==> config.mk <==
export PLATFORM = sky130hd
export DESIGN_NAME = gget_queue
export DESIGN_NICKNAME = d
export VERILOG_FILES = /design/src/hw/rtl/gget_pkg.sv /design/src/hw/rtl/gget_queue.sv
export SDC_FILE = /design/constraint.sdc
export NUM_CORES = 1
export LEC_CHECK = 0
export BUFFER_PORTS_ARGS = -buffer_cell sky130_fd_sc_hd__buf_2
export CAP_MARGIN = 20
export CORE_UTILIZATION = 60
export DETAILED_ROUTE_END_ITERATION = 7
export PLACE_DENSITY = 0.79
export SKIP_CTS_REPAIR_TIMING = 1
export SYNTH_ARGS = -nofsm -noshare
export SYNTH_HDL_FRONTEND = slang
export SYNTH_SLANG_ARGS = --single-unit
==> constraint.sdc <==
create_clock -name clk -period 8.16 [get_ports clk]
set_clock_uncertainty 0.2 [all_clocks]
set_input_delay 1.632 -clock clk [delete_from_list [all_inputs] [get_ports clk]]
set_output_delay 1.632 -clock clk [all_outputs]
set_load 0.01 [all_outputs]
==> src/hw/rtl/gget_pkg.sv <==
// ----------------------------------------------------------------------------
// gget_pkg
// Shared widths, constants and types of the gray gradient edge threshold block.
// ----------------------------------------------------------------------------
package gget_pkg;

  localparam int MAX_LINE_DEF = 2048;

  localparam int PIX_W     = 8;
  localparam int COLS_W    = 12;
  localparam int ROWS_W    = 13;
  localparam int THR_W     = 16;
  localparam int ROW_W     = 12;
  localparam int COL_OUT_W = 11;
  localparam int ROW_LIMIT = 4096;

  localparam logic [COLS_W-1:0] COLS_RESET = 12'd640;
  localparam logic [ROWS_W-1:0] ROWS_RESET = 13'd480;
  localparam logic [THR_W-1:0]  THR_RESET  = 16'd0;

  // Luma weights in percent, and a reciprocal of 100 that is exact for sums
  // up to 25500.
  localparam int WSUM_W = 15;
  localparam logic [WSUM_W-1:0] W_RED   = 15'd30;
  localparam logic [WSUM_W-1:0] W_GREEN = 15'd59;
  localparam logic [WSUM_W-1:0] W_BLUE  = 15'd11;
  localparam int PROD_W      = 2 * WSUM_W;
  localparam int RECIP_SHIFT = 21;
  localparam logic [PROD_W-1:0] RECIP = 30'd20972;

  localparam logic [PIX_W-1:0] LEVEL_EDGE = 8'd0;
  localparam logic [PIX_W-1:0] LEVEL_FLAT = 8'd255;

  localparam int SQ_W   = 16;
  localparam int SUM_W  = SQ_W + 1;
  localparam int MAG_W  = SUM_W + 6;
  localparam int T2_W   = 2 * THR_W;

  localparam int FQ_DEPTH = 8;
  localparam int FQ_AW    = 3;
  localparam int FQ_CW    = 4;

  localparam int APB_AW = 4;
  localparam int APB_DW = 32;

  typedef enum logic [1:0] {
    REG_FRAME_COLS = 2'd0,
    REG_FRAME_ROWS = 2'd1,
    REG_EDGE_THR   = 2'd2
  } reg_idx_t;

  // One classified pixel handed from the front to the back.
  typedef struct packed {
    logic              above;
    logic              own;
    logic              interior;
    logic              last_col;
    logic [SQ_W-1:0]   sq_x;
    logic [SQ_W-1:0]   sq_y;
    logic [PIX_W-1:0]  center;
    logic [PIX_W-1:0]  gray;
    logic [ROW_W-1:0]  row;
    logic [COLS_W-1:0] col;
  } fq_entry_t;

endpackage

==> src/hw/rtl/gget_queue.sv <==
// ----------------------------------------------------------------------------
// gget_queue
// Short queue of classified pixels between the front and the back.
// ----------------------------------------------------------------------------
module gget_queue
  import gget_pkg::*;
(
  input  logic             clk,
  input  logic             rst_n,
  input  logic             push,
  input  fq_entry_t        push_data,
  input  logic             pop,
  output fq_entry_t        head,
  output logic             not_empty,
  output logic [FQ_CW-1:0] count
);

  fq_entry_t        mem_r [FQ_DEPTH];
  logic [FQ_AW-1:0] wp_r, rp_r;
  logic [FQ_CW-1:0] count_r, count_nxt;

  always_comb begin
    count_nxt = count_r;
    if (push && !pop) begin
      count_nxt = count_r + FQ_CW'(1);
    end else if (!push && pop) begin
      count_nxt = count_r - FQ_CW'(1);
    end
  end

  always_ff @(posedge clk) begin
    if (!rst_n) begin
      wp_r    <= '0;
      rp_r    <= '0;
      count_r <= '0;
    end else begin
      if (push) begin
        wp_r <= wp_r + FQ_AW'(1);
      end
      if (pop) begin
        rp_r <= rp_r + FQ_AW'(1);
      end
      count_r <= count_nxt;
    end
  end

  always_ff @(posedge clk) begin
    if (push) begin
      mem_r[wp_r] <= push_data;
    end
  end

  assign head      = mem_r[rp_r];
  assign not_empty = (count_r != '0);
  assign count     = count_r;

endmodule

==> flow_summary.toml, run 1 <==
[drt]
drt-initial-drc-count = 947
dr_total_vias = 10367
top_layer = "met5"
dr_wl_met3_um = 3481
wl_met1_um = 18320
drt-total-wl_um = 45150
met2_length_um = 22450
routedWlPerCell_um = 26.48
ant_nets = 0
vias_per_cell = 6.080
drc = 0
firstDrtPassIters = 5

[pwr]
peakVddDrop_v = 0.0002078
power.total_mw = 6.802
power_density_nw_per_um2 = 255.0
p_leak_nw = 8.534

[min_path]
hold_path_startpoint = "count[3]"
worstHoldPathCells = 2
hold_path.class = "reg -> reg"
min_to = "count[3]"

[grt]
grt-ovfl-total = 0
antenna_found_initial = 7
first_global_vias = 11045
grt_use_total_pct = 23.70
grt_max_degree = 111
grt_first_pass_wirelength_um = 67420

[timing]
slew_headroom_pct = 28.79
rsz0062_at_grt = "false"
tns_ns = 0
hold_viol = 0
min_period_ns = 5.346
setup_viol = 0
tightest_slew_ns = 1.068
post-route-period-util_pct = 65.52
slew_viol_final = 0
fmax_ghz = 0.1870

[worst_setup_path]
r2r-start = "wp_r[2]"
cpPeakStageDelay_ns = 0.92
end_kind = "output port"
path_cells = "buf_12 > mux4_2 > mux2_2 > buf_2"
crit_arrival_ns = 3.51
reg2reg_depth = 3
crit_buf_inv = 2
cp_max_fo = 110
critPathKind = "reg -> out"
timing.rr.end = "mem_r[1][1]"
cp.depth = 4
worstSetupStartpointType = "flop"
slowest_stage = "dfxtp_4"
cpLargestDelayFamily = "flip-flops"
reg2reg_slack_ns = 5.21
critPathRequiredTime_ns = 6.33

[final_layout]
area_growth_pct = 13.92
final_cells = 1705
drive_gt1_share_pct = 41.63
fillers = 2246
nNetsFinal = 1225

[clock_network]
clock_sinks = 621
clock_path_buffers = 3
clk_pin_slew_worst_paths_ns = 0.06
cts_made_buffers = 58
clk_latency_ns = 0.62
cts_max_level = 2
root_buffer = "clkbuf_16"
cts_tree = "built"

[synthesis]
syn-cell-area_um2 = 23420
synthArstFlopShare_pct = 0
synth_edf_count = 608
yosys_warnings = 0
syn_avg_cell_area_um2 = 24.75
syn-num-nets = 1032
ys_top_cells_by_count = "edfxtp_1, mux4_2, mux2_2"
synthMostInstantiatedCell = "edfxtp_1"
synthCells = 946
yosys.area.top_type = "edfxtp_1"
synthTopCellsByArea = "edfxtp_1, mux4_2, mux2_2"
synth_ff_type = "edfxtp_1"
synth-seq-cells = 621
ys_types = 26
synth.yosys.seq_area_share_pct = 79.08
post-synth-top-area-fraction_pct = 77.97

[floorplanning]
rows = 71
die_width_um = 199.6
coreArea_um2 = 38020
start_util_pct = 61.59
dieArea_um2 = 39820
die_h_um = 199.6
ios = 161

[placed_design]
placed_cells = 1590
port_buffers = 160
finalWeightedCongestion = 0.7164
dp_hpwl_um = 23000

[status]
outcome = "finished clean"

[run]
cap_violations = 0
-- per-layer routing --
layer / vias up / track usage [%]
li1: 4433 / -
met2: 351 / 38.46
met3: 70 / 6.481
met1: 5505 / 32.00
met5: - / 0
met4: 8 / 6.531
-- worst reg2reg max path, stage by stage (launching register included) --
cell and delay, ns:
dfxtp_1 0.34, nand2b_1 0.32, nor2_4 0.80, buf_4 0.83
-- through the flow --
step	instance area, um^2	setup WS, ns	hold slack (ns)	utilization, %
after floorplan	23420	0.4750	0.2964	-
after global placement	24820	3.410	0.2667	65.28
after detailed placement	24820	3.413	0.2814	65.28
after CTS	26660	2.763	0.2980	70.13
after global routing	26670	2.548	0.3368	70.14
final	26680	2.814	0.2934	70.16
-- how the worst max path moves through the flow --
stage	from	to	slack, ns
6_report	flop	head[25]	2.81
3_5_place_dp	flop	head[27]	3.41
2_1_floorplan	push	mem_r[0][0]	0.47
5_1_grt	flop	head[40]	2.55
3_3_place_gp	flop	head[34]	3.41
4_1_cts	flop	head[23]	2.76
-- flip-flops by register name, indices dropped and copies added, names as in the netlist, named ones only --
register,flops
count,4
mem_r,608
wp_r,3
rp_r,3
-- cell type report --
type,count,area (um^2),share of cell area (%)
sequential,621,18530,69.46
multi-input combinational,279,4692,17.59
clock buffer,73,1529,5.731
timing repair buffer,177,953.4,3.574
tap,511,639.4,2.397
clock inverter,37,314.1,1.177
antenna,5,12.51,0.04690
inverter,2,7.507,0.02814
-- cells by family (layout without fill, tap and decap cells) --
logic type / after synthesis / count (layout) / synth area share (%)
fa+ha+maj: 6 / 6 / 0.3527
mux: 232 / 232 / 18.45
xor+xnor: 6 / 6 / 0.2244
other cells: 0 / 5 / 0
simple gates: 31 / 31 / 0.6786
compound gates: 4 / 4 / 0.1015
buf+inv: 46 / 289 / 1.117
flops: 621 / 621 / 79.08
-- power breakdown --
group	internal [mW]	total (mW)	switching [mW]
combinational	0.273	0.549	0.276
sequential	3.59	3.64	0.0518
clock	1.48	2.61	1.13
total	5.34	6.80	1.46
-- layout by cell type, fill, tap and decap left out, types with 10 or more instances in the layout --
cell	instances
dfxtp_1	10
edfxtp_1	608
mux4_2	152
clkinv_2	12
buf_4	15
buf_2	160
mux2_2	76
clkbuf_1	14
clkbuf_16	59
clkinv_1	17
Note: power is estimated with default switching activity, not from simulation.
==> run 2: changes to the inputs <==
--- a/config.mk
+++ b/config.mk
@@ -7,9 +7,9 @@
 export LEC_CHECK = 0
 export BUFFER_PORTS_ARGS = -buffer_cell sky130_fd_sc_hd__buf_2
 export CAP_MARGIN = 20
-export CORE_UTILIZATION = 60
+export CORE_UTILIZATION = 54
 export DETAILED_ROUTE_END_ITERATION = 7
-export PLACE_DENSITY = 0.79
+export PLACE_DENSITY = 0.75
 export SKIP_CTS_REPAIR_TIMING = 1
 export SYNTH_ARGS = -nofsm -noshare
 export SYNTH_HDL_FRONTEND = slang
==> constraint.sdc (replaced) <==
create_clock -name clk -period 4.35 [get_ports clk]
set_clock_uncertainty 0.2 [all_clocks]
set_input_delay 0.87 -clock clk [delete_from_list [all_inputs] [get_ports clk]]
set_output_delay 0.87 -clock clk [all_outputs]
set_load 0.01 [all_outputs]
==> run 2 against run 1 <==
  * Hold slack worse by 0.0019 ns
  * Register-to-register slack worse by 3.2 ns
  * Sequential cell count stayed put
  * Non-clock buffer count is 17 higher
  * Final area is 2.0% higher
  * Worst setup slack worse by 2.2 ns
  * Global-route usage is 3.0 points lower
  * Critical endpoint is now head[73]
==> flow_summary.toml, run 2 (synthesis results as in run 1) <==
[final_layout]
area_growth_pct = 16.17
mostFrequentLayoutCell = "edfxtp_1"
mostFrequentLayoutCells = "edfxtp_1, buf_2, mux4_2"
largest_reg_flops = 608
drive_gt1_share_pct = 43.16
final_util_pct = 64.27
design_area_um2 = 27200
regMostFlops = "mem_r"
nNetsFinal = 1244

[worst_setup_path]
r2r-start = "wp_r[0]"
critPathKind = "reg -> out"
critPathRequiredTime_ns = 3.28
cpPeakStageDelay_ns = 0.65
crit_arrival_ns = 2.67
reg2reg_slack_ns = 1.98
cpLargestDelayFamily = "multiplexers"
cp_max_fo = 44
crit_buf_inv = 2
worstSetupStartpointType = "flop"
reg2reg_depth = 3
path_cells = "buf_12 > mux4_2 > mux2_2 > buf_2"
slowest_stage = "dfxtp_4"
timing.rr.end = "mem_r[1][46]"
end_kind = "output port"

[timing]
slew_viol_final = 0
holdWs_ns = 0.2914
hold_viol = 0
tns_ns = 0
rsz0062_at_grt = "false"
post-route-period-util_pct = 85.90
slew_headroom_pct = 45.18
setup_viol = 0
min_period_ns = 3.737
tightest_slew_ns = 0.8204
fmax_ghz = 0.2676

[placed_design]
finalWeightedCongestion = 0.7117
dp_hpwl_um = 23660
port_buffers = 160
placed_cell_area_um2 = 25120

[min_path]
hold_path.class = "reg -> reg"
hold_path_startpoint = "count[3]"
min_to = "count[3]"
worstHoldPathCells = 2

[floorplanning]
start_util_pct = 55.33
dieArea_um2 = 44200
coreArea_um2 = 42320
rows = 75
die_h_um = 210.2
die_width_um = 210.2
ios = 161

[pwr]
p_leak_nw = 8.751
peakVddDrop_v = 0.0003401
power_density_nw_per_um2 = 488.9

[clock_network]
cts_tree = "built"
clk_pin_slew_worst_paths_ns = 0.06
cts_max_level = 2
cts_made_buffers = 60
clk_latency_ns = 0.60
clock_sinks = 621
clock_path_buffers = 3
root_buffer = "clkbuf_16"

[grt]
grt_use_total_pct = 20.72
grt_max_degree = 77
antenna_found_initial = 5
first_global_vias = 10908
grt-ovfl-total = 0
grt_first_pass_wirelength_um = 66950

[drt]
vias_per_cell = 5.739
drt-initial-drc-count = 754
ant_nets = 0
dr_total_vias = 10250
routedWlPerCell_um = 24.60
drc = 0
firstDrtPassIters = 5
drt-total-wl_um = 43940

[run]
cap_violations = 0

[status]
outcome = "finished clean"
==> run 2: cell types whose count changed in the layout (fill, tap and decap cells not counted), sizes merged <==
cell      previous run  this run
clkinvlp             1         2
clkbuf              73        70
bufinv               5        13
clkinv              31        26
buf                177       194
diode                5         2
==> run 2: metrics by stage <==
stage | setup WS, ns | cells | total power, mW
after floorplan | -0.5326 | 946 | 7.618
after global placement | 1.189 | 1673 | 7.997
after detailed placement | 1.187 | 1673 | 8.026
after CTS | 0.5206 | 1784 | 13.43
after global routing | 0.4332 | 1784 | 13.72
final | 0.6134 | 1786 | 13.30
==> run 2: report_power, final <==
| group | internal [mW] | leakage, nW | total (mW) | switching (mW) |
|---|---|---|---|---|
| Combinational | 0.532 | 2.10 | 1.07 | 0.538 |
| Clock | 3.32 | 1.02 | 5.42 | 2.10 |
| Sequential | 6.73 | 5.63 | 6.81 | 0.0758 |
==> run 2: worst max-delay path by stage <==
stage               cells after the start     endpoint  start
global placement                        4     head[63]   flop
CTS                                     4     head[73]   flop
finish                                  4     head[73]   flop
global route                            4     head[73]   flop
floorplan                               2  mem_r[1][0]   push
detailed placement                      4     head[71]   flop
==> run 2: metal layers <==
metal  track usage, %  up-vias  share of wire [%]
li1                 -     4473                  -
met1            28.67     5442                 43
met2            33.81      263                 50
met3            4.038       66                5.2
met4            6.393        6                2.1
met5                0        -              0.075
==> run 2: worst reg2reg max path, delay by kind of cell, from the launching register on <==
family	cells	cell delay [ns]
buffers and inverters	1	0.37
flip-flops	1	0.54
AND/OR/NAND/NOR	2	0.89
==> run 2: cell type report <==
cell class | count | area (um^2)
repair buffers | 194 | 1156
multi-input cells | 279 | 4705
clock buffers | 70 | 1560
diodes | 2 | 5.005
well taps | 577 | 721.9
fillers | 2737 | 15120
clock inverters | 41 | 518.0
inverters | 2 | 7.507
flip-flops and latches | 621 | 18530
