===== src/hw/rtl/gget_pkg.sv =====
// ----------------------------------------------------------------------------
// gget_pkg
// Shared widths, constants and types of the gray gradient edge threshold block.
// ----------------------------------------------------------------------------
package gget_pkg;

  localparam int MAX_LINE_DEF = 2048;

  localparam int PIX_W     = 8;
  localparam int COLS_W    = 12;
  localparam int ROWS_W    = 13;
  localparam int THR_W     = 16;
  localparam int ROW_W     = 12;
  localparam int COL_OUT_W = 11;
  localparam int ROW_LIMIT = 4096;

  localparam logic [COLS_W-1:0] COLS_RESET = 12'd640;
  localparam logic [ROWS_W-1:0] ROWS_RESET = 13'd480;
  localparam logic [THR_W-1:0]  THR_RESET  = 16'd0;

  // Luma weights in percent, and a reciprocal of 100 that is exact for sums
  // up to 25500.
  localparam int WSUM_W = 15;
  localparam logic [WSUM_W-1:0] W_RED   = 15'd30;
  localparam logic [WSUM_W-1:0] W_GREEN = 15'd59;
  localparam logic [WSUM_W-1:0] W_BLUE  = 15'd11;
  localparam int PROD_W      = 2 * WSUM_W;
  localparam int RECIP_SHIFT = 21;
  localparam logic [PROD_W-1:0] RECIP = 30'd20972;

  localparam logic [PIX_W-1:0] LEVEL_EDGE = 8'd0;
  localparam logic [PIX_W-1:0] LEVEL_FLAT = 8'd255;

  localparam int SQ_W   = 16;
  localparam int SUM_W  = SQ_W + 1;
  localparam int MAG_W  = SUM_W + 6;
  localparam int T2_W   = 2 * THR_W;

  localparam int FQ_DEPTH = 8;
  localparam int FQ_AW    = 3;
  localparam int FQ_CW    = 4;

  localparam int APB_AW = 4;
  localparam int APB_DW = 32;

  typedef enum logic [1:0] {
    REG_FRAME_COLS = 2'd0,
    REG_FRAME_ROWS = 2'd1,
    REG_EDGE_THR   = 2'd2
  } reg_idx_t;

  // One classified pixel handed from the front to the back.
  typedef struct packed {
    logic              above;
    logic              own;
    logic              interior;
    logic              last_col;
    logic [SQ_W-1:0]   sq_x;
    logic [SQ_W-1:0]   sq_y;
    logic [PIX_W-1:0]  center;
    logic [PIX_W-1:0]  gray;
    logic [ROW_W-1:0]  row;
    logic [COLS_W-1:0] col;
  } fq_entry_t;

endpackage


===== src/hw/rtl/gget_back.sv =====
// ----------------------------------------------------------------------------
// gget_back
// Applies the threshold and emits one or two results per queued pixel
// through an output register.
// ----------------------------------------------------------------------------
module gget_back
  import gget_pkg::*;
(
  input  logic                 clk,
  input  logic                 rst_n,
  input  logic                 q_valid,
  input  fq_entry_t            q_head,
  output logic                 q_pop,
  input  logic [T2_W-1:0]      t2,
  input  logic                 pop,
  output logic                 empty,
  output logic [PIX_W-1:0]     level,
  output logic [ROW_W-1:0]     row,
  output logic [COL_OUT_W-1:0] col,
  output logic                 frame_end
);

  logic                 phase_r, phase_nxt;
  logic                 out_v_r, out_v_nxt;
  logic [PIX_W-1:0]     level_r;
  logic [ROW_W-1:0]     row_r;
  logic [COL_OUT_W-1:0] col_r;
  logic                 frame_end_r;

  logic                 emit_above, entry_done, take, edge_hit;
  logic [SUM_W-1:0]     sumsq;
  logic [MAG_W-1:0]     mag;
  logic [PIX_W-1:0]     res_level;
  logic [ROW_W-1:0]     res_row;
  logic                 res_end;

  assign sumsq    = SUM_W'(q_head.sq_x) + SUM_W'(q_head.sq_y);
  assign mag      = {sumsq, 6'd0};
  assign edge_hit = (T2_W'(mag) > t2);

  // The pixel one row up goes out before the last row's own pixel.
  assign emit_above = q_head.above && !phase_r;
  assign entry_done = emit_above ? !q_head.own : 1'b1;

  always_comb begin
    if (emit_above) begin
      res_row = q_head.row - ROW_W'(1);
      res_end = 1'b0;
      if (q_head.interior) begin
        res_level = edge_hit ? LEVEL_EDGE : LEVEL_FLAT;
      end else begin
        res_level = q_head.center;
      end
    end else begin
      res_level = q_head.gray;
      res_row   = q_head.row;
      res_end   = q_head.last_col;
    end
  end

  assign take  = q_valid && (!out_v_r || pop);
  assign q_pop = take && entry_done;

  always_comb begin
    phase_nxt = phase_r;
    out_v_nxt = out_v_r;
    if (take) begin
      phase_nxt = !entry_done;
      out_v_nxt = 1'b1;
    end else if (pop) begin
      out_v_nxt = 1'b0;
    end
  end

  always_ff @(posedge clk) begin
    if (!rst_n) begin
      phase_r <= 1'b0;
      out_v_r <= 1'b0;
    end else begin
      phase_r <= phase_nxt;
      out_v_r <= out_v_nxt;
    end
  end

  always_ff @(posedge clk) begin
    if (take) begin
      level_r     <= res_level;
      row_r       <= res_row;
      col_r       <= q_head.col[COL_OUT_W-1:0];
      frame_end_r <= res_end;
    end
  end

  assign empty     = !out_v_r;
  assign level     = level_r;
  assign row       = row_r;
  assign col       = col_r;
  assign frame_end = frame_end_r;

endmodule


===== config.mk =====
export PLATFORM = sky130hd
export DESIGN_NAME = gget_back
export DESIGN_NICKNAME = d
export VERILOG_FILES = /design/src/hw/rtl/gget_pkg.sv /design/src/hw/rtl/gget_back.sv
export SDC_FILE = /design/constraint.sdc
export NUM_CORES = 1
export LEC_CHECK = 0
export BUFFER_PORTS_ARGS = -buffer_cell sky130_fd_sc_hd__buf_2
export CORE_MARGIN = 4
export CORE_UTILIZATION = 35
export CTS_BUF_LIST = sky130_fd_sc_hd__clkbuf_4 sky130_fd_sc_hd__clkbuf_8
export DETAILED_ROUTE_END_ITERATION = 8
export HOLD_SLACK_MARGIN = 0.05
export PLACE_DENSITY = 0.69
export REMOVE_ABC_BUFFERS = 1
export SYNTH_ARGS = -nofsm -noshare
export SYNTH_HDL_FRONTEND = slang
export SYNTH_SLANG_ARGS = --single-unit

===== constraint.sdc =====
create_clock -name clk -period 7.65 [get_ports clk]
set_input_delay 1.9125 -clock clk [delete_from_list [all_inputs] [get_ports clk]]
set_output_delay 1.9125 -clock clk [all_outputs]
set_load 0.02 [all_outputs]

==> results of run 1 <==
worst max-delay path: stages:
cell	delay [ns]
buf_2	0.08
nor2b_1	0.70
a21boi_0	0.25
buf_2	0.22
power groups by stage:
stage	clock network [W]	registers, W	logic [W]
after global placement	0	0.000225	0.000184
after global routing	0.000139	0.000222	0.000213
after floorplan	0	0.000241	0.000109
after CTS	0.000130	0.000221	0.000189
after detailed placement	0	0.000225	0.000188
final	0.000125	0.000221	0.000187
cells in the mapped netlist (all sizes together) (2+ instances only):
master | instances | area [sq um]
a211oi | 2 | 15.0
a31oi | 3 | 18.8
nand3 | 5 | 25.0
nand2 | 13 | 48.8
nor3 | 20 | 100
inv | 26 | 97.6
and2 | 4 | 25.0
and3 | 2 | 12.5
xnor2 | 14 | 123
nand4 | 5 | 31.3
nor2 | 21 | 78.8
dfxtp | 2 | 40.0
nor4 | 5 | 37.5
nor2b | 6 | 37.5
clkbuf | 4 | 15.0
xor2 | 9 | 78.8
o211ai | 3 | 22.5
ha | 34 | 425
a21boi | 2 | 15.0
nand2b | 4 | 25.0
o21ai | 10 | 61.3
a21oi | 19 | 95.1
edfxtp | 32 | 961
a311o | 2 | 20.0
a21o | 10 | 75.1
sequential cells by signal, indices dropped and copies added, names as in the netlist:
signal / cells
row: 12
col: 11
level: 8
frame_end: 1
out_v_r: 1
phase_r: 1
stage by stage:
stage                     setup WS, ns  hold WS [ns]  total power (W)
after global placement            2.36         0.489         0.000409
after detailed placement          2.29         0.498         0.000413
after global routing              2.28         0.523         0.000574
after floorplan                   2.24         0.472         0.000350
final                             2.57         0.501         0.000533
after CTS                         2.57         0.507         0.000541
logic make-up (layout without fill, tap and decap cells):
kind of cell / count (synthesis) / after routing / share of synthesized area [%]
and+or+nand+nor: 91 / 91 / 17.8
muxes: 1 / 1 / 0.384
xor gates and xnor gates: 23 / 23 / 7.72
DFF: 34 / 34 / 38.4
adders and majority gates: 35 / 35 / 17.1
buffers and inverters: 30 / 179 / 4.31
AOI/OAI and AO/OA: 57 / 57 / 14.3
area by class of cell:
cell class                      instances  area (sq um)
Clock buffer                            6          76.3
Clock inverter                          2          8.76
Fill cell                             692          3720
Inverter                               26          97.6
Multi-Input combinational cell        207          1500
Sequential cell                        34          1000
Tap cell                               99           124
Timing Repair Buffer                  145           728
routing by layer:
layer	routed length, um	global-route usage (%)	part of all wire [%]	up-vias
li1	-	-	-	1287
met1	2610	15.9	42	1080
met2	2960	24.9	48	100
met3	497	1.83	8.0	7
met4	105	5.05	1.7	0
met5	0	0	0	-
worst min-delay path by stage:
stage,endpoint,slack [ns]
after floorplan,out_v_r,0.47
after global placement,out_v_r,0.49
after detailed placement,out_v_r,0.50
after CTS,out_v_r,0.51
after global routing,out_v_r,0.52
final,out_v_r,0.50
==> out/results.ini, run 1 <==
[floorplanning]
row_count=31
die-area_sq_mm=0.00890
ioPinCount=146
die-height_um=94.4
die_x_um=94.4
core-area_sq_mm=0.00725
start_util_pct=36.0

[power_and_ir_drop]
irDropWorstVdd_mv=0.0643
switching_share_pct=30.4
p_leak_nw=1.73
power.share.sequential_pct=41.5
p_comb_share_pct=35.1
switching_power_w=0.000162
p_per_area_mw_per_mm2=151
clkPwrFrac_pct=23.5
p_int_w=0.000371

[sta]
rsz0062_at_grt=no
min_period_over_period_pct=66.4
tns_ns=0
timing.fmax_mhz=197
min_period_ns=5.08
skew_ns=0.00311
finalSetupViolCount=0
maxSlewViolCount=0
worstMarginPinSlew_ns=0.889
slew_headroom_pct=40.6
finalHoldViolations=0

[routing]
drt_iter0_markers=42
drc=0
dr.pass1.iters=4
wl_um=6180
vias_per_cell=4.77
wl_per_cell_um=11.9
ant_nets=0
vias=2474

[place]
hpwl_um=5380
place.gp.congestion=0.860
port_buffers=144
placed_cell_area_sq_mm=0.00345
dp.cells=511

[setup_path]
startpoint=q_head[75]
end_kind=primary output
critical_path_arrival_ns=3.16
r2r_cells=6
r2r_end=level[4]
worstSetupStartpointType=input port
cp_data_required_time_ns=5.74
worstReg2RegStart=phase_r
path_class=in -> out
regToRegSetupSlack_ns=5.47
crit_path_max_fanout=12
crit_end=q_pop

[synthesis]
synth-edff-count=32
ys_seq_elements=34
synth_cells=271
synthArstFlopShare_pct=0
ys_warn_count=0
syn-cell-area_sq_mm=0.00261
synth.distinct_cells=42
synth.avg_cell_area_sq_um=9.63
synth_flop_cell=edfxtp_1
synth-seq-area-share_pct=38.4

[worst_hold_path]
hold_path.startpoint=out_v_r
hp-class=reg -> reg
hold_depth=2

[finish]
antenna_cells=0
nNetsFinal=566
drive_gt1_share_pct=36.9
final_cell_mix=buf_2 (144), ha_1 (34), edfxtp_1 (32)
final_common_cell=buf_2
utilization_pct=48.7
instances_no_fill=519
area_growth_pct=35.3
finalInstanceArea_sq_mm=0.00353

[global_routing]
grt_first_pass_wirelength_um=9900
grt_max_degree=35
grt_pass1_vias=2400
grt.overflow.total=0
antenna_found_initial=0
track_usage_pct=13.5

[clocking]
cts.sink_count=34
ctsHoldBuffers=0
clock_latency_ns=0.27
cts_buffers=5
post_cts_buffers=0
ctsResizeCount=0
cts_tree=yes
htreeDepth=2
cts-root-buf=clkbuf_8
clock_path_buffers=2
clkTransAtPathRegs_ns=0.06

[run]
drv_cap=0

[outcome]
status=completed

Note: power is estimated with default switching activity, not from simulation.
==> run 2, diff against run 1 <==
--- a/config.mk
+++ b/config.mk
@@ -5,13 +5,14 @@
 export SDC_FILE = /design/constraint.sdc
 export NUM_CORES = 1
 export LEC_CHECK = 0
+export ABC_AREA = 1
 export BUFFER_PORTS_ARGS = -buffer_cell sky130_fd_sc_hd__buf_2
 export CORE_MARGIN = 4
 export CORE_UTILIZATION = 35
 export CTS_BUF_LIST = sky130_fd_sc_hd__clkbuf_4 sky130_fd_sc_hd__clkbuf_8
 export DETAILED_ROUTE_END_ITERATION = 8
 export HOLD_SLACK_MARGIN = 0.05
-export PLACE_DENSITY = 0.69
+export PLACE_DENSITY = 0.68
 export REMOVE_ABC_BUFFERS = 1
 export SYNTH_ARGS = -nofsm -noshare
 export SYNTH_HDL_FRONTEND = slang
==> constraint.sdc (replaced) <==
create_clock -name clk -period 5.3 [get_ports clk]
set_input_delay 1.325 -clock clk [delete_from_list [all_inputs] [get_ports clk]]
set_output_delay 1.325 -clock clk [all_outputs]
set_load 0.02 [all_outputs]
==> run 2 against run 1 <==
Worst hold slack better by 0.080 ns. Flip-flop and latch count unchanged. Sequential share of layout area down 0.93 points. Design area rose by 3.4%. Global-route usage is 0.13 points higher. Clock power is 36% higher. Clock-buffer cell count down 1. Non-clock buffer count unchanged. Via count up 7.2%. Die area increased by 4.2%.
==> out/results.ini, run 2 <==
[outcome]
status=completed  ; unchanged

[routing]
vias=2651  ; was 2474
drt_iter0_markers=74  ; was 42
ant_nets=0  ; unchanged
drc=0  ; unchanged
wl_um=6710  ; was 6180 um
vias_per_cell=4.56  ; was 4.77
wl_per_cell_um=11.6  ; was 11.9 um
dr.pass1.iters=4  ; unchanged

[worst_hold_path]
hp-class=reg -> reg  ; unchanged

[setup_path]
crit_path_max_incr_delay_ns=0.39  ; was 0.70 ns
crit_family=simple AND/OR/NAND/NOR gates  ; unchanged
crit_path_max_fanout=8  ; was 12
r2r_cells=9  ; was 6
regToRegSetupSlack_ns=3.52  ; was 5.47 ns
r2r_end=row[9]  ; was level[4]
crit_end=level[2]  ; was q_pop
worstReg2RegStart=phase_r  ; unchanged
startpoint=q_head[40]  ; was q_head[75]
worst_path_max_delay_cell=fa_1  ; was nor2b_1
crit_chain=buf_2 > ha_1 > inv_1 > fa_1 > inv_1 > nand3_1 > nand2_1 > nand2_1 > a21oi_2 > nand2_1 > nand2_1 > xor2_1 > ha_1 > nand2_1 > nor2_1 > inv_1 > nor2_1 > nand2_1 > nand2_1 > nand2_1 > nand2_1 > nand2_1 > nand2_2 > a21oi_1  ; was buf_2 > nor2b_1 > a21boi_0 > buf_2
worstSetupStartpointType=input port  ; unchanged
end_kind=flop  ; was primary output
cp_num_cells=24  ; was 4
crit_top_cell=nand2_1  ; was buf_2
cp_data_required_time_ns=5.31  ; was 5.74 ns
crit_buf_inv=4  ; was 2
critical_path_arrival_ns=4.11  ; was 3.16 ns
path_class=in -> reg  ; was in -> out

[clocking]
cts_buffers=5  ; unchanged
cts-root-buf=clkbuf_8  ; unchanged
clkTransAtPathRegs_ns=0.06  ; about the same
ctsResizeCount=0  ; unchanged
clock_latency_ns=0.27  ; about the same
cts_tree=yes  ; unchanged
htreeDepth=2  ; unchanged
post_cts_buffers=0  ; unchanged
clock_path_buffers=2  ; unchanged
cts.sink_count=34  ; unchanged
ctsHoldBuffers=0  ; unchanged

[floorplanning]
ioPinCount=146  ; unchanged
die-height_um=96.3  ; was 94.4 um
core-area_sq_mm=0.00741  ; was 0.00725 sq mm
die-area_sq_mm=0.00927  ; was 0.00890 sq mm
die_x_um=96.3  ; was 94.4 um
row_count=31  ; unchanged
start_util_pct=36.8  ; was 36.0%

[synthesis]
ys_seq_elements=34  ; unchanged
synth-seq-area-share_pct=36.7  ; was 38.4%
yosysMostFrequentCell=nand2_1  ; was ha_1
synth_cells=332  ; was 271
synthTopCellsByCount=nand2_1 (59), inv_1 (55), a21oi_1 (39)  ; was ha_1 (34), edfxtp_1 (32), inv_1 (26)
synth-edff-count=32  ; unchanged
ys_warn_count=0  ; unchanged
synthArstFlopShare_pct=0  ; unchanged
synth.distinct_cells=33  ; was 42
yosys-top-cells-area=edfxtp_1 (35%), ha_1 (16%), nand2_1 (8.1%)  ; was edfxtp_1 (37%), ha_1 (16%), xnor2_1 (4.7%)
synth.avg_cell_area_sq_um=8.22  ; was 9.63 sq um
syn-cell-area_sq_mm=0.00273  ; was 0.00261 sq mm
synth.largest_area_cell=edfxtp_1  ; unchanged
yosysTopAreaCellShare_pct=35.2  ; was 36.8%
synth_flop_cell=edfxtp_1  ; unchanged

[sta]
skew_ns=0.00595  ; was 0.00311 ns
min_period_over_period_pct=77.3
slew_headroom_pct=73.7  ; was 40.6%
timing.fmax_mhz=244
tns_ns=0  ; unchanged
finalSetupViolCount=0  ; unchanged
worstMarginPinSlew_ns=0.394  ; was 0.889 ns
rsz0062_at_grt=no  ; unchanged
finalHoldViolations=0  ; unchanged
min_period_ns=4.10
maxSlewViolCount=0  ; unchanged
setup_slack_ns=1.20  ; was 2.57 ns

[place]
pre_cts_ws_ns=0.890  ; was 2.29 ns
port_buffers=144  ; unchanged
placed_cell_area_sq_mm=0.00357  ; was 0.00345 sq mm
dp.cells=574  ; was 511
hpwl_um=5920  ; was 5380 um
place.gp.congestion=0.861  ; was 0.860

[global_routing]
grt_pass1_vias=2449  ; was 2400
grt.overflow.total=0  ; unchanged
antenna_found_initial=0  ; unchanged
grt_max_degree=34  ; was 35
track_usage_pct=13.7  ; was 13.5%
grt_first_pass_wirelength_um=10200  ; was 9900 um

[power_and_ir_drop]
p_per_area_mw_per_mm2=210  ; was 151 mW/mm^2
p_leak_nw=1.94  ; was 1.73 nW
irDropWorstVdd_mv=0.0979  ; was 0.0643 mV

[finish]
largest_reg_flops=12  ; unchanged
drive_gt1_share_pct=33.8  ; was 36.9%
final_common_cell=buf_2  ; unchanged
nNetsFinal=629  ; was 566
antenna_cells=0  ; unchanged
area_growth_pct=33.8  ; was 35.3%
final_cell_mix=buf_2 (144), nand2_1 (59), inv_1 (55)  ; was buf_2 (144), ha_1 (34), edfxtp_1 (32)
finalInstanceArea_sq_mm=0.00365  ; was 0.00353 sq mm
instances_no_fill=581  ; was 519

[run]
drv_cap=0  ; unchanged

## run 2: worst min path at each step
stage          startpoint  endpoint  cells after the start
3_3_place_gp      phase_r   phase_r                      2
6_report          phase_r   phase_r                      2
3_5_place_dp      phase_r   phase_r                      2
5_1_grt           phase_r   phase_r                      2
2_1_floorplan     phase_r   phase_r                      2
4_1_cts           phase_r   phase_r                      2
## run 2: power by group
| group | leakage (nW) | switching [W] | internal (W) | total, W |
|---|---|---|---|---|
| combinational | 1.58 | 0.000161 | 0.000116 | 0.000277 |
| sequential | 0.325 | 0.00000377 | 0.000316 | 0.000320 |
| clock | 0.0438 | 0.0000818 | 0.0000879 | 0.000170 |
## run 2: layout make-up
cell class,instances,area [sq um]
clock inverters,2,10.0
clock buffers,5,68.8
fillers,747,3760
inverters,56,210
well taps,99,124
multi-input cells,240,1510
flip-flops and latches,34,1000
repair buffers,145,728
## run 2: per-layer routing
layer  part of all wire (%)  vias to the layer above  GRT usage [%]
met5                      0                        -              0
met1                     39                     1133           15.7
met4                   0.79                        0           3.50
met3                    9.7                        7           2.58
li1                       -                     1405              -
met2                     51                      106           25.7
## run 2: worst reg2reg max path: cells and delay by family (launching register included)
kind | cells | cell delay [ns]
and+or+nand+nor | 6 | 0.86
DFF | 1 | 0.33
xor gates and xnor gates | 1 | 0.13
buffers and inverters | 2 | 0.23
## run 2: per-stage QoR
step	hold WS (ns)	util (%)	power [W]
after floorplan	0.540	-	0.000509
after global placement	0.560	48.2	0.000598
after detailed placement	0.567	48.2	0.000605
after CTS	0.577	49.3	0.000776
after global routing	0.589	49.3	0.000829
final	0.581	49.3	0.000766
## run 2: kinds of logic (layout without fill, tap and decap cells)
group	count (synthesis)	count (layout)	share of synthesized area, %
buffers and inverters	58	208	7.98
flip-flops	34	34	36.7
AO/OA/AOI/OAI	58	58	11.7
adder cells (fa/ha/maj)	35	35	16.3
AND/OR/NAND/NOR	124	124	19.9
XOR/XNOR	23	23	7.38
==> run 3, diff against run 2 <==
--- a/config.mk
+++ b/config.mk
@@ -5,14 +5,14 @@
 export SDC_FILE = /design/constraint.sdc
 export NUM_CORES = 1
 export LEC_CHECK = 0
-export ABC_AREA = 1
+export ABC_AREA = 0
 export BUFFER_PORTS_ARGS = -buffer_cell sky130_fd_sc_hd__buf_2
 export CORE_MARGIN = 4
 export CORE_UTILIZATION = 35
 export CTS_BUF_LIST = sky130_fd_sc_hd__clkbuf_4 sky130_fd_sc_hd__clkbuf_8
 export DETAILED_ROUTE_END_ITERATION = 8
 export HOLD_SLACK_MARGIN = 0.05
-export PLACE_DENSITY = 0.68
+export PLACE_DENSITY = 0.69
 export REMOVE_ABC_BUFFERS = 1
 export SYNTH_ARGS = -nofsm -noshare
 export SYNTH_HDL_FRONTEND = slang
==> constraint.sdc (replaced) <==
create_clock -name clk -period 4.1 [get_ports clk]
set_input_delay 1.025 -clock clk [delete_from_list [all_inputs] [get_ports clk]]
set_output_delay 1.025 -clock clk [all_outputs]
set_load 0.02 [all_outputs]
==> run 3 against run 2 <==
Sequential share of layout area is 0.78 points lower. Clock power is 39% higher. Design area up 2.9%. Utilization grew 2.5 points. Combinational power increased by 38%. Power is 34% higher. First-iteration DRC count decreased by 1.4%. Global-route usage rose by 0.23 points. Register-to-register slack got worse by 1.4 ns. Critical path depth shrank 5. Clock-buffer cell count grew 1. Die area is 4.0% lower. Critical path type unchanged.
==> out/results.ini, run 3 (synthesis gave the netlist of run 1 again) <==
[finish]
finalInstanceArea_sq_mm=0.00376  ; was 0.00365 sq mm
utilization_pct=51.8  ; was 49.3%
final_common_cell=buf_2  ; unchanged
nNetsFinal=578  ; was 629
drive_gt1_share_pct=43.3  ; was 33.8%
register_area_sq_mm=0.00100  ; unchanged
fillCellCount=684  ; was 747
antenna_cells=0  ; unchanged
largest_reg_flops=12  ; unchanged
final_cell_mix=buf_2 (144), ha_1 (33), edfxtp_1 (32)  ; was buf_2 (144), nand2_1 (59), inv_1 (55)
area_growth_pct=44.1  ; was 33.8%
multi_input_area_sq_mm=0.00162  ; was 0.00151 sq mm

[clocking]
cts_buffers=5  ; unchanged
clock_path_buffers=2  ; unchanged
cts.sink_count=34  ; unchanged
htreeDepth=2  ; unchanged
clkTransAtPathRegs_ns=0.07  ; was 0.06 ns
ctsHoldBuffers=0  ; unchanged
cts_tree=yes  ; unchanged
cts-root-buf=clkbuf_8  ; unchanged
clock_latency_ns=0.28  ; was 0.27 ns

[sta]
slew_headroom_pct=67.5  ; was 73.7%
min_period_over_period_pct=97.5
finalHoldViolations=0  ; unchanged
tns_ns=0  ; unchanged
timing.fmax_mhz=250
worst_hold_slack_ns=0.504  ; was 0.581 ns
skew_ns=0.00585  ; was 0.00595 ns
finalSetupViolCount=0  ; unchanged
min_period_ns=4.00
worstMarginPinSlew_ns=0.488  ; was 0.394 ns
maxSlewViolCount=0  ; unchanged

[routing]
wl_per_cell_um=12.5  ; was 11.6 um
drc=0  ; unchanged
ant_nets=0  ; unchanged
drt_iter0_markers=73  ; was 74
vias=2575  ; was 2651
vias_per_cell=4.85  ; was 4.56
wl_met3_um=592  ; was 654 um
met2WireLength_um=3320  ; was 3420 um
wl_met1_um=2610  ; was 2590 um
dr.pass1.iters=4  ; unchanged
wl_um=6620  ; was 6710 um
highest_layer=met4  ; unchanged

[global_routing]
grt.overflow.total=0  ; unchanged
grt_max_degree=34  ; unchanged
grt_first_pass_wirelength_um=10100  ; was 10200 um
track_usage_pct=13.9  ; was 13.7%
antenna_found_initial=0  ; unchanged
grt_pass1_vias=2428  ; was 2449

[power_and_ir_drop]
p_leak_nw=1.82  ; was 1.94 nW
p_per_area_mw_per_mm2=274  ; was 210 mW/mm^2
irDropWorstVdd_mv=0.116  ; was 0.0979 mV
total_power_w=0.00103  ; was 0.000766 W

[outcome]
status=completed  ; unchanged

[setup_path]
end_kind=flop  ; unchanged
crit_path_max_fanout=8  ; unchanged
worstSetupStartpointType=input port  ; unchanged
critical_path_arrival_ns=4.12  ; was 4.11 ns
cp_data_required_time_ns=4.22  ; was 5.31 ns
path_class=in -> reg  ; unchanged
regToRegSetupSlack_ns=2.16  ; was 3.52 ns

[run]
drv_cap=0  ; unchanged

[floorplanning]
die-height_um=94.4  ; was 96.3 um
start_util_pct=36.0  ; was 36.8%
die-area_sq_mm=0.00890  ; was 0.00927 sq mm
core-area_sq_mm=0.00725  ; was 0.00741 sq mm
ioPinCount=146  ; unchanged
die_x_um=94.4  ; was 96.3 um
row_count=31  ; unchanged

[place]
placed_cell_area_sq_mm=0.00351  ; was 0.00357 sq mm
hpwl_um=5520  ; was 5920 um
port_buffers=144  ; unchanged
place.gp.congestion=0.846  ; was 0.861

[worst_hold_path]
hp-class=reg -> reg  ; unchanged

run 3: cell types whose count changed in the layout (fill, tap and decap cells not counted), moves of 8 or more:
| cell | delta |
|---|---|
| inv_1 | -30 |
| nand3_1 | -8 |
| a21oi_1 | -20 |
| nor3_1 | +8 |
| buf_4 | +10 |
| nand2_1 | -48 |
| a21o_1 | +8 |
| nor2_1 | -12 |
run 3: final cells by class:
class                   instances  area share [%]
clock buffers                   6            2.03
clock inverters                 2           0.266
inverters                      26            2.60
multi-input cells             207            43.0
flip-flops and latches         34            26.6
well taps                      99            3.29
repair buffers                157            22.2
run 3: what timing repair did:
| item | in CTS | in global routing |
|---|---|---|
| gates cloned | 0 | 0 |
| pin swaps | 0 | 14 |
| setup buffers | 0 | 3 |
| setup endpoints to repair | 8 | 8 |
| gates resized for setup | 1 | 27 |
run 3: where the power goes:
part / switching [W] / total [W] / internal (W)
Combinational: 0.000202 / 0.000382 / 0.000179
Clock: 0.000112 / 0.000236 / 0.000124
Sequential: 0.00000505 / 0.000413 / 0.000408
run 3: layer usage:
metal  track usage, %  vias up
li1                 -     1308
met1             15.3     1153
met2             26.6      107
met3             1.91        7
met4             5.54        0
met5                0        -
run 3: worst max-delay path: stages:
cell	delay, ns
buf_2	0.11
ha_4	0.14
inv_2	0.04
fa_2	0.37
nor2b_2	0.13
o211ai_1	0.20
a211oi_2	0.36
o21ai_2	0.12
a311oi_2	0.30
xor2_1	0.10
ha_1	0.30
nand3_2	0.09
nor2_4	0.14
a31oi_4	0.11
buf_6	0.13
nand2_2	0.06
o21ai_4	0.06
buf_12	0.14
nor3_1	0.18
run 3: final timing paths:
check	cells past startpoint	endpoint	from
worst max-delay path	19	level[0]	q_head[56]
worst min-delay path	2	out_v_r	out_v_r
worst max register to register	5	row[7]	phase_r
worst min register to register	2	out_v_r	out_v_r
run 3: per-stage QoR:
stage | setup slack [ns] | cells
CTS | 0.00464 | 528
global route | -0.0303 | 531
detailed placement | -0.364 | 520
global placement | -0.259 | 520
floorplan | 0.255 | 267
finish | 0.104 | 531
